<file path="src/design/wpsu_pkg.sv">
// Shared types and constants for the WAV PCM stream unpacker.
`default_nettype none

package wpsu_pkg;

	// Parse phase, one-hot
	typedef enum logic [2:0] {
		PH_HEADER = 3'b001,
		PH_DATA   = 3'b010,
		PH_REJECT = 3'b100
	} phase_t;

	// Kind of result item
	typedef enum logic [1:0] {
		KIND_ACCEPT = 2'd0,
		KIND_REJECT = 2'd1,
		KIND_FRAME  = 2'd2
	} kind_t;

	// Position of the last header byte
	localparam logic [5:0] HEADER_LAST = 6'd43;

	// Header values captured from the format and data chunks
	typedef struct packed {
		logic [15:0] format_tag;
		logic [15:0] channel_total;
		logic [15:0] bits_per_sample;
		logic [31:0] sample_rate;
		logic [31:0] data_length;
	} hdr_info_t;

	// Control from the header parser to the frame path and result mux
	typedef struct packed {
		logic done;
		logic ok;
		logic frame_take;
		logic frame_clear;
	} hdr_ctl_t;

	// One result item
	typedef struct packed {
		kind_t            kind;
		logic signed [31:0] left;
		logic signed [31:0] right;
		hdr_info_t        info;
	} result_t;

endpackage

`default_nettype wire

</file>
<file path="src/design/wpsu_hdr.sv">
// Header parser: phase, byte position, tag check and field capture.
`default_nettype none

module wpsu_hdr (
	input  wire logic                clk,
	input  wire logic                arst_n,
	input  wire logic                accept,
	input  wire logic [7:0]          data_byte,
	input  wire logic                start_of_file,
	output wpsu_pkg::hdr_info_t      info,
	output wpsu_pkg::hdr_ctl_t       ctl
);

	localparam logic [7:0] TagText [16] = '{
		8'h52, 8'h49, 8'h46, 8'h46,   // RIFF
		8'h57, 8'h41, 8'h56, 8'h45,   // WAVE
		8'h66, 8'h6d, 8'h74, 8'h20,   // fmt
		8'h64, 8'h61, 8'h74, 8'h61    // data
	};

	wpsu_pkg::phase_t    phase_q, phase_eff, phase_nxt;
	logic [5:0]          count_q, pos;
	logic                mismatch_q, mismatch_nxt;
	wpsu_pkg::hdr_info_t info_q, info_nxt;
	logic                tag_hit;
	logic [3:0]          tag_idx;
	logic                in_header, done, ok;

	// A start mark restarts the parse at byte zero
	assign phase_eff = start_of_file ? wpsu_pkg::PH_HEADER : phase_q;
	assign pos       = start_of_file ? 6'd0 : count_q;
	assign in_header = (phase_eff == wpsu_pkg::PH_HEADER);

	// Locate the expected tag byte for this position
	always_comb begin
		tag_hit = 1'b1;
		tag_idx = 4'd0;
		if (pos < 6'd4) begin
			tag_idx = {2'b00, pos[1:0]};
		end else if (pos >= 6'd8 && pos < 6'd12) begin
			tag_idx = {2'b01, pos[1:0]};
		end else if (pos >= 6'd12 && pos < 6'd16) begin
			tag_idx = {2'b10, pos[1:0]};
		end else if (pos >= 6'd36 && pos < 6'd40) begin
			tag_idx = {2'b11, pos[1:0]};
		end else begin
			tag_hit = 1'b0;
		end
	end

	// Capture little-endian fields, clearing them on byte zero
	always_comb begin
		info_nxt     = (pos == 6'd0) ? '0 : info_q;
		mismatch_nxt = (pos == 6'd0) ? 1'b0 : mismatch_q;
		if (tag_hit && data_byte != TagText[tag_idx]) begin
			mismatch_nxt = 1'b1;
		end
		if (pos >= 6'd20 && pos < 6'd22) begin
			info_nxt.format_tag[{pos[0], 3'b000} +: 8] = data_byte;
		end else if (pos >= 6'd22 && pos < 6'd24) begin
			info_nxt.channel_total[{pos[0], 3'b000} +: 8] = data_byte;
		end else if (pos >= 6'd24 && pos < 6'd28) begin
			info_nxt.sample_rate[{pos[1:0], 3'b000} +: 8] = data_byte;
		end else if (pos >= 6'd34 && pos < 6'd36) begin
			info_nxt.bits_per_sample[{pos[0], 3'b000} +: 8] = data_byte;
		end else if (pos >= 6'd40 && pos < 6'd44) begin
			info_nxt.data_length[{pos[1:0], 3'b000} +: 8] = data_byte;
		end
	end

	// Judge the header on its last byte
	assign done = accept && in_header && (pos >= wpsu_pkg::HEADER_LAST);
	assign ok   = !mismatch_nxt &&
		(info_nxt.channel_total == 16'd1 || info_nxt.channel_total == 16'd2) &&
		(info_nxt.bits_per_sample == 16'd8 || info_nxt.bits_per_sample == 16'd16 ||
		 info_nxt.bits_per_sample == 16'd24 || info_nxt.bits_per_sample == 16'd32);

	// Pick the next phase
	always_comb begin
		phase_nxt = phase_q;
		case (phase_eff)
			wpsu_pkg::PH_HEADER: begin
				if (done) begin
					phase_nxt = ok ? wpsu_pkg::PH_DATA : wpsu_pkg::PH_REJECT;
				end else begin
					phase_nxt = wpsu_pkg::PH_HEADER;
				end
			end
			default: begin
				phase_nxt = phase_q;
			end
		endcase
	end

	// Advance phase, position and captured fields
	always_ff @(posedge clk or negedge arst_n) begin
		if (!arst_n) begin
			phase_q    <= wpsu_pkg::PH_HEADER;
			count_q    <= '0;
			mismatch_q <= 1'b0;
			info_q     <= '0;
		end else if (accept) begin
			phase_q <= phase_nxt;
			if (in_header) begin
				count_q    <= done ? 6'd0 : pos + 6'd1;
				mismatch_q <= mismatch_nxt;
				info_q     <= info_nxt;
			end
		end
	end

	assign info            = in_header ? info_nxt : info_q;
	assign ctl.done        = done;
	assign ctl.ok          = ok;
	assign ctl.frame_take  = accept && (phase_eff == wpsu_pkg::PH_DATA);
	assign ctl.frame_clear = accept && (start_of_file || done);

	a_count_range: assert property (@(posedge clk) disable iff (!arst_n)
		count_q <= wpsu_pkg::HEADER_LAST)
		else $error("header position past last header byte");

	a_done_restarts: assert property (@(posedge clk) disable iff (!arst_n)
		done |=> (count_q == 6'd0 && phase_q != wpsu_pkg::PH_HEADER))
		else $error("header end did not leave the header phase");

endmodule

`default_nettype wire

</file>
<file path="src/design/wpsu_frame.sv">
// Frame path: byte buffer, frame byte count and Q1.31 conversion.
`default_nettype none

module wpsu_frame (
	input  wire logic                clk,
	input  wire logic                arst_n,
	input  wire logic [7:0]          data_byte,
	input  wire wpsu_pkg::hdr_info_t info,
	input  wire wpsu_pkg::hdr_ctl_t  ctl,
	output logic                     frame_done,
	output logic signed [31:0]       left,
	output logic signed [31:0]       right
);

	logic [7:0] fbuf_q [8];
	logic [7:0] fb [8];
	logic [2:0] count_q;
	logic [2:0] bps;
	logic [3:0] fbytes;
	logic       last, stereo;

	function automatic logic [31:0] to_q31(input logic [2:0] nbytes,
		input logic [7:0] b0, input logic [7:0] b1,
		input logic [7:0] b2, input logic [7:0] b3);
		logic [31:0] v;
		case (nbytes)
			3'd1:    v = {b0 ^ 8'h80, 24'd0};
			3'd2:    v = {b1, b0, 16'd0};
			3'd3:    v = {b2, b1, b0, 8'd0};
			default: v = {b3, b2, b1, b0};
		endcase
		return v;
	endfunction

	// Bytes per sample and per frame
	assign bps    = info.bits_per_sample[5:3];
	assign stereo = (info.channel_total == 16'd2);
	assign fbytes = stereo ? {bps, 1'b0} : {1'b0, bps};
	assign last   = (({1'b0, count_q} + 4'd1) == fbytes);

	// Overlay the current byte on the buffer
	always_comb begin
		for (int i = 0; i < 8; i++) begin
			fb[i] = (count_q == 3'(i)) ? data_byte : fbuf_q[i];
		end
	end

	assign frame_done = ctl.frame_take && last;
	assign left  = to_q31(bps, fb[0], fb[1], fb[2], fb[3]);
	assign right = stereo ? to_q31(bps, fb[bps], fb[3'(bps + 3'd1)],
		fb[3'(bps + 3'd2)], fb[3'(bps + 3'd3)]) : left;

	// Advance the frame byte count
	always_ff @(posedge clk or negedge arst_n) begin
		if (!arst_n) begin
			count_q <= '0;
		end else if (ctl.frame_clear) begin
			count_q <= '0;
		end else if (ctl.frame_take) begin
			count_q <= last ? 3'd0 : count_q + 3'd1;
		end
	end

	// Store the byte in its frame slot
	always_ff @(posedge clk) begin
		if (ctl.frame_take) begin
			fbuf_q[count_q] <= data_byte;
		end
	end

	a_count_in_frame: assert property (@(posedge clk) disable iff (!arst_n)
		ctl.frame_take |-> ({1'b0, count_q} < fbytes))
		else $error("frame byte count past frame size");

endmodule

`default_nettype wire

</file>
<file path="src/design/wpsu_out_buf.sv">
// Two-entry result queue: output register plus skid register.
`default_nettype none

module wpsu_out_buf (
	input  wire logic               clk,
	input  wire logic               arst_n,
	input  wire logic               push,
	input  wire wpsu_pkg::result_t  push_item,
	output logic                    full,
	output logic                    out_valid,
	input  wire logic               out_stall,
	output wpsu_pkg::result_t       out_item
);

	logic              head_valid_q, skid_valid_q;
	wpsu_pkg::result_t head_q, skid_q;
	logic              head_free;

	assign head_free = !head_valid_q || !out_stall;

	// Control: move skid to head, or park a new item in the skid
	always_ff @(posedge clk or negedge arst_n) begin
		if (!arst_n) begin
			head_valid_q <= 1'b0;
			skid_valid_q <= 1'b0;
		end else if (head_free) begin
			head_valid_q <= skid_valid_q || push;
			skid_valid_q <= 1'b0;
		end else if (push) begin
			skid_valid_q <= 1'b1;
		end
	end

	// Payload
	always_ff @(posedge clk) begin
		if (head_free) begin
			head_q <= skid_valid_q ? skid_q : push_item;
		end else if (push) begin
			skid_q <= push_item;
		end
	end

	assign full      = skid_valid_q;
	assign out_valid = head_valid_q;
	assign out_item  = head_q;

	a_skid_behind_head: assert property (@(posedge clk) disable iff (!arst_n)
		skid_valid_q |-> head_valid_q)
		else $error("skid holds an item while head is empty");

	a_no_push_full: assert property (@(posedge clk) disable iff (!arst_n)
		!(push && skid_valid_q))
		else $error("item pushed into a full queue");

endmodule

`default_nettype wire

</file>
<file path="src/design/wav_pcm_stream_unpacker.sv">
// Top level of the WAV PCM stream unpacker.
// Takes one WAV byte per cycle while in_stall is low and registers each result
// into the output queue on the byte that completes it: the header verdict on byte
// 44 and a left/right Q1.31 frame on the last byte of each frame. A two-entry
// result queue keeps bytes flowing while a result waits, and the input stalls
// only while two results are held, the second parked behind a stalled output.
`default_nettype none

module wav_pcm_stream_unpacker (
	input  wire logic         clk,
	input  wire logic         arst_n,
	input  wire logic         in_valid,
	output logic              in_stall,
	input  wire logic [7:0]   data_byte,
	input  wire logic         start_of_file,
	output logic              out_valid,
	input  wire logic         out_stall,
	output logic [1:0]        result_kind,
	output logic signed [31:0] left_sample,
	output logic signed [31:0] right_sample,
	output logic [31:0]       sample_rate,
	output logic [15:0]       channel_total,
	output logic [15:0]       bits_per_sample,
	output logic [15:0]       format_tag,
	output logic [31:0]       data_length
);

	logic                accept, frame_done, push;
	logic signed [31:0]  frame_left, frame_right;
	wpsu_pkg::hdr_info_t info;
	wpsu_pkg::hdr_ctl_t  ctl;
	wpsu_pkg::result_t   res, out_item;

	assign accept = in_valid && !in_stall;

	wpsu_hdr u_hdr (
		.clk           (clk),
		.arst_n        (arst_n),
		.accept        (accept),
		.data_byte     (data_byte),
		.start_of_file (start_of_file),
		.info          (info),
		.ctl           (ctl)
	);

	wpsu_frame u_frame (
		.clk        (clk),
		.arst_n     (arst_n),
		.data_byte  (data_byte),
		.info       (info),
		.ctl        (ctl),
		.frame_done (frame_done),
		.left       (frame_left),
		.right      (frame_right)
	);

	// Build the result item
	always_comb begin
		res.info = info;
		if (ctl.done) begin
			res.kind  = ctl.ok ? wpsu_pkg::KIND_ACCEPT : wpsu_pkg::KIND_REJECT;
			res.left  = '0;
			res.right = '0;
		end else begin
			res.kind  = wpsu_pkg::KIND_FRAME;
			res.left  = frame_left;
			res.right = frame_right;
		end
	end

	assign push = ctl.done || frame_done;

	wpsu_out_buf u_out_buf (
		.clk       (clk),
		.arst_n    (arst_n),
		.push      (push),
		.push_item (res),
		.full      (in_stall),
		.out_valid (out_valid),
		.out_stall (out_stall),
		.out_item  (out_item)
	);

	assign result_kind     = out_item.kind;
	assign left_sample     = out_item.left;
	assign right_sample    = out_item.right;
	assign sample_rate     = out_item.info.sample_rate;
	assign channel_total   = out_item.info.channel_total;
	assign bits_per_sample = out_item.info.bits_per_sample;
	assign format_tag      = out_item.info.format_tag;
	assign data_length     = out_item.info.data_length;

	a_one_result: assert property (@(posedge clk) disable iff (!arst_n)
		!(ctl.done && frame_done))
		else $error("header verdict and frame on the same item");

	a_push_needs_accept: assert property (@(posedge clk) disable iff (!arst_n)
		push |-> accept)
		else $error("result produced without an accepted item");

endmodule

`default_nettype wire
</file>
<file path="config.mk">
export PLATFORM = sky130hd
export DESIGN_NAME = wav_pcm_stream_unpacker
export DESIGN_NICKNAME = d
export VERILOG_FILES = /design/src/design/wpsu_pkg.sv /design/src/design/wpsu_hdr.sv /design/src/design/wpsu_frame.sv /design/src/design/wpsu_out_buf.sv /design/src/design/wav_pcm_stream_unpacker.sv
export SDC_FILE = /design/constraint.sdc
export NUM_CORES = 1
export LEC_CHECK = 0
export BUFFER_PORTS_ARGS = -buffer_cell sky130_fd_sc_hd__buf_2
export CAP_MARGIN = 20
export CORE_UTILIZATION = 50
export CTS_CLUSTER_SIZE = 25
export DETAILED_ROUTE_END_ITERATION = 8
export GPL_TIMING_DRIVEN = 0
export PLACE_DENSITY = 0.71
export SLEW_MARGIN = 10
export SYNTH_ARGS = -nofsm -noshare
export SYNTH_HDL_FRONTEND = slang
export SYNTH_SLANG_ARGS = --single-unit
</file>
<file path="constraint.sdc">
create_clock -name clk -period 16.65 [get_ports clk]
set_input_delay 2.4975 -clock clk [delete_from_list [all_inputs] [get_ports clk]]
set_output_delay 2.4975 -clock clk [all_outputs]
set_load 0.05 [all_outputs]
</file>
* Yosys cells after proc, flatten, opt, wreduce, memory -nomap -nowiden
Memories as Yosys holds them, arrays and structs flattened.
Cells that the tools add are included.
** Storage, ports and cells
- Register bits after elaboration :: 483
- Memory bits (writable) :: 64
- ROM bits :: 128
- Input port bits :: 13
- Output and inout bits :: 180
- Memories :: 2
** Memories
- (no name shown) :: words 16, width 8, read ports 1, clocked after memory_dff 0, write ports 0, line wpsu_hdr.sv:55 : if (tag_hit && data_byte != TagText[tag_idx]) begin
- u_frame.fbuf_q :: words 8, width 8, read ports 8, clocked after memory_dff 0, write ports 1, line wpsu_frame.sv:15 : logic [7:0] fbuf_q [8];
** Operators by class
- Add/sub/neg operators :: 8
- Order comparisons :: 23
- Eq/ne operators :: 21
- Shift operators :: 4
- Multiplexer cells :: 68
- Bitwise logic cells :: 8
- Reduce and logical (&&, ||, !) cells :: 35
** Operators with widths (count)
- $mux W112 :: 2
- $pmux W32 S3 :: 2
- $mux W178 :: 1
- $mux W32 :: 5
- $mux W8 :: 18
- $bmux W8 S3 :: 4
- $mux W96 :: 1
- $mux W80 :: 1
- $mux W66 :: 1
- $bwmux W32 :: 2
- $mux W16 :: 4
- $bwmux W16 :: 3
- $eq A16 B2 Y1 const B :: 2
- $eq A16 B5 Y1 const B :: 2
- $shift A8 B7 Y32 const A :: 1
- $shiftx A8 B7 Y32 :: 1
- $ge A6 B6 Y1 const B :: 4
- $lt A6 B5 Y1 const B :: 4
- $mux W4 :: 5
- $ge A6 B5 Y1 const B :: 3
- $lt A6 B6 Y1 const B :: 3
- $mux W3 :: 6
- $logic_and A1 B1 Y1 :: 17
- $eq A16 B1 Y1 const B :: 1
- other kinds (31) :: 74

* Logic depth before layout (Yosys ltp)
- Depth in word-level cells :: 20
- Gate-level depth with buffers :: 22
- Depth with buffers taken out :: 17

* Hierarchy
From an unflattened synthesis, not the netlist that was laid out.
** Unflattened totals
- Cells, all modules :: 2238
- Area total of the unflattened synthesis :: 28254.6 µm²
** Modules (own cells, without submodules)
- wpsu_out_buf :: instances 1, cells each 560, area each 13316.5 µm², seq. area each 10740.3 µm²
- wpsu_frame :: instances 1, cells each 849, area each 7292.0 µm², seq. area each 1996.9 µm²
- wpsu_hdr :: instances 1, cells each 754, area each 7166.9 µm², seq. area each 3054.2 µm²
- wav_pcm_stream_unpacker :: instances 1, cells each 75, area each 479.2 µm², seq. area each 0.0 µm²

* Worst setup path after synthesis
No wires, ideal clock.
- Kind :: input -> register
- Start point :: in out_stall
- End point :: reg u_out_buf.skid_q[0] (netlist bit), enable pin
- Setup time :: 2.222 ns
- Arrival :: 16.474 ns
- Data required time :: 14.428 ns
- Path slack :: -2.046 ns
- Stages :: 2
- Path buffers :: 0
- Cell sequence :: nand2_1 > a21oi_1
** Between the ends
- Cells in the longest elaborated chain, start to end :: 4
** Ends and longest elaborated chain
- from (decl) :: line wav_pcm_stream_unpacker.sv:17 : input wire logic out_stall,
- $logic_not A1 Y1 :: line wpsu_out_buf.sv:19 : assign head_free = !head_valid_q || !out_stall;
- $logic_or A1 B1 Y1 :: line wpsu_out_buf.sv:19
- $not A1 Y1 (no line)
- $reduce_and A2 Y1 (no line)
- to (signal assigned) :: line wpsu_out_buf.sv:39 : skid_q <= push_item;
- to (decl) :: line wpsu_out_buf.sv:16 : wpsu_pkg::result_t head_q, skid_q;
Every way passes these cells.
A chain may end at the register's enable or synchronous reset.

==> results.json <==
{
  "grt_start_max_net_pins": 105,
  "hold-worst-slack_ps": 476,
  "leakagePower_nw": 12.6,
  "ys_async_sr_fraction_pct": 23.2,
  "tritoncts": "yes",
  "final_cell_mix": "421 x sky130_fd_sc_hd__nand2_1, 420 x sky130_fd_sc_hd__edfxtp_1, 209 x sky130_fd_sc_hd__buf_2",
  "die-height_um": 232,
  "maxCapViolations": 0,
  "switching_share_pct": 23.1,
  "detailed_place_hpwl_um": 68000,
  "clk_transition_reported_paths_ps": 60,
  "crit_path_end_kind": "flip-flop",
  "finalSetupViolations": 0,
  "post_route_cells_drive_above_1_share_pct": 19.5,
  "floorplan.die_area_mm2": 0.0540,
  "timing.hold.worst.class": "flip-flop to flip-flop",
  "number_of_buffers_created_by_cts": 54,
  "placement.cell_area_mm2": 0.0287,
  "buffers_added_on_ports": 192,
  "max-slew-margin-rel_pct": 18.9,
  "outcome": "completed",
  "floorplan.rows": 84,
  "number_of_detailed_routing_iterations_run_before_antenna_repair": 6,
  "layout_skew_ps": 34.7,
  "cts-root-buf": "sky130_fd_sc_hd__clkbuf_16",
  "cts-resized-gates": 0,
  "hold_violations": 0,
  "rrSetupSlack_ps": 8800,
  "ys.flop_type": "sky130_fd_sc_hd__edfxtp_1",
  "share_comb_of_total_power_pct": 6.1,
  "min_period_over_period_pct": 57.5,
  "stdcell_area_mm2": 0.0307,
  "crit_fanout": 13,
  "worstSetupPathType": "input pin to flip-flop",
  "syn_avg_cell_area_um2": 11.5,
  "total_switching_power_mw": 0.684,
  "sequentialPowerShare_pct": 49.4,
  "flow.area_growth_from_synthesis_pct": 15.5,
  "cts_num_sinks": 547,
  "rr_endpoint": "u_out_buf.out_item[138]",
  "critical_path.startpoint_type": "input pin",
  "max_freq_mhz": 104,
  "min_delay_worst_endpoint": "u_hdr.info_q[98]",
  "power_per_cell_area_mw_per_mm2": 96.8,
  "grt_util_all_layers_pct": 33.6,
  "critical_path_required_ps": 16970,
  "synth-edff-count": 420,
  "cts_hold_buf": 0,
  "netlist_instances": 2303,
  "count_of_state_elements_after_synthesis": 547,
  "ys.warnings.count": 0,
  "worst_ir_drop_vdd_mv": 0.0892,
  "synth_seq_area_share_pct": 59.5,
  "drt_first_iter_violations": 2771,
  "intPower_mw": 2.28,
  "min_cycle_time_layout_ps": 9580,
  "most_common_library_cell_in_the_layout_ignoring_fill_and_taps": "sky130_fd_sc_hd__nand2_1",
  "h_tree_level_count": 2,
  "first_global_vias": 19826,
  "r2r_cells": 18,
  "gpl.final_weighted_congestion": 0.991,
  "nNetsFinal": 2599,
  "drt.antenna.violating_nets": 0,
  "fillerInstances": 4346,
  "hold_start": "u_hdr.info_q[98]",
  "post_synth_cell_types": 87,
  "max_slew.worst_pin.slew_ps": 1220,
  "routed_via_density": 6.37,
  "drt-total-wl_um": 91200,
  "min_path_cells": 2,
  "clock_insertion_delay_worst_skew_ps": 620,
  "cts_post_setup_buffers_inserted": 0,
  "floorplan.core_area_mm2": 0.0526,
  "share_clk_of_total_power_pct": 44.5,
  "routedWlPerCell_um": 27.6,
  "synth_fp_nets": 2333,
  "grt.overflow.total": 0,
  "number_of_antenna_violations_at_the_first_check_in_global_routing": 4,
  "initial_core_util_pct": 50.5,
  "critPathArrivalTime_ps": 9900,
  "drcViolationCount": 0,
  "timing_max_transition_violations_final": 0,
  "clock_path_buffers": 3,
  "crit-reg2reg-launch": "u_hdr.count_q[1]",
  "n_antenna_cell": 0,
  "setup_total_negative_slack_ps": 0,
  "finalNonFillerCells": 3303,
  "grt_setup_unrepaired": "false",
  "post-place-cells": 3200,
  "grt_pass1_wl_um": 133000,
  "routed-via-count": 21036,
  "dieWidth_um": 232,
  "syn-cell-area_mm2": 0.0266,
  "num_io_pins": 193
}
==> critical path, cell delays in order <==
cell and delay (ps):
sky130_fd_sc_hd__buf_2 120, sky130_fd_sc_hd__inv_1 310, sky130_fd_sc_hd__nand2_1 200, sky130_fd_sc_hd__buf_1 340, sky130_fd_sc_hd__ha_1 340, sky130_fd_sc_hd__o21ai_1 390, sky130_fd_sc_hd__a311o_1 260, sky130_fd_sc_hd__buf_2 230
sky130_fd_sc_hd__buf_2 300, sky130_fd_sc_hd__clkbuf_1 550, sky130_fd_sc_hd__buf_1 780, sky130_fd_sc_hd__ha_1 390, sky130_fd_sc_hd__clkbuf_1 310, sky130_fd_sc_hd__inv_2 340, sky130_fd_sc_hd__clkbuf_1 660, sky130_fd_sc_hd__nor2_1 220
sky130_fd_sc_hd__a32oi_1 380, sky130_fd_sc_hd__nand4_1 150, sky130_fd_sc_hd__a2111oi_0 940, sky130_fd_sc_hd__o31ai_1 160
==> layout make-up <==
class,count,area [um2],share of cell area [%]
multi-input combinational,1556,10000,32.7
tap,688,861,2.81
inverter,44,165,0.539
clock inverter,32,462,1.51
clock buffer,70,1470,4.80
sequential,547,15800,51.5
buffer,156,621,2.02
timing repair buffer,210,1270,4.13
==> power groups by stage <==
stage | Combinational [mW] | Clock (mW) | Sequential (mW)
after floorplan | 0.0956 | 0 | 1.50
after global placement | 0.171 | 0 | 1.50
after detailed placement | 0.174 | 0 | 1.50
after CTS | 0.175 | 1.33 | 1.47
after global routing | 0.192 | 1.38 | 1.47
final | 0.181 | 1.32 | 1.47
==> cell usage after synthesis, drive strengths merged (9+ instances only) <==
library cell | instances | area, um2
a211oi | 17 | 128
a21o | 9 | 67.6
a21oi | 97 | 485
a22o | 122 | 1070
a31oi | 14 | 87.6
a32o | 20 | 200
and3 | 13 | 81.3
buf | 36 | 170
clkbuf | 120 | 450
dfrtp | 126 | 3150
edfxtp | 420 | 12600
ha | 17 | 213
inv | 42 | 158
mux2 | 151 | 1700
mux2i | 37 | 370
nand2 | 422 | 1580
nand2b | 11 | 68.8
nand3 | 27 | 135
nor2 | 172 | 646
nor3 | 42 | 215
nor4 | 19 | 119
o211ai | 11 | 82.6
o21a | 9 | 67.6
o21ai | 89 | 445
o221ai | 16 | 140
o22a | 10 | 87.6
o22ai | 36 | 225
o31ai | 38 | 285
or2 | 12 | 75.1
xnor2 | 9 | 78.8
==> flip-flops by register name, summed over array words and instances, names as in the netlist <==
signal / count
u_hdr.mismatch_q: 1
u_out_buf.out_valid: 1
u_out_buf.skid_q: 178
u_out_buf.full: 1
u_frame.fbuf_q: 64
u_out_buf.out_item: 178
u_hdr.info_q: 112
u_hdr.phase_q: 3
u_frame.count_q: 3
u_hdr.count_q: 6
==> through the flow <==
step	worst slack (ps)	util [%]	total power, mW
after floorplan	2150	-	1.60
after global placement	-3790	54.0	1.67
after detailed placement	6780	54.7	1.67
after CTS	7420	58.3	2.97
after global routing	6770	58.4	3.04
final	7070	58.4	2.97
==> kinds of logic (layout without fill, tap and decap cells) <==
family / count (synthesis) / count (layout) / synth area share, %
AOI/OAI and AO/OA: 582 / 582 / 16.0
xor gates and xnor gates: 11 / 11 / 0.363
adders and majority gates: 17 / 17 / 0.801
buffers and inverters: 200 / 512 / 2.96
DFF: 547 / 547 / 59.5
muxes: 196 / 196 / 8.48
and+or+nand+nor: 750 / 750 / 11.9
==> worst max-delay path by stage <==
stage                       start                       to  depth (start not counted)
floorplan           start_of_file      u_out_buf.skid_q[0]                         15
global placement        out_stall     u_out_buf.skid_q[99]                          3
detailed placement  start_of_file  u_out_buf.out_item[138]                         20
CTS                 start_of_file  u_out_buf.out_item[138]                         20
global route        start_of_file  u_out_buf.out_item[130]                         22
finish              start_of_file  u_out_buf.out_item[138]                         20
==> per-layer routing <==
metal | vias up | part of all wire (%) | track usage [%]
met5 | - | 0.014 | 0
met4 | 2 | 2.7 | 9.40
met1 | 10522 | 45 | 50.9
met3 | 148 | 10 | 9.36
met2 | 1128 | 42 | 46.6
li1 | 9236 | - | -
No activity file was read; power rests on OpenSTA's default activity.
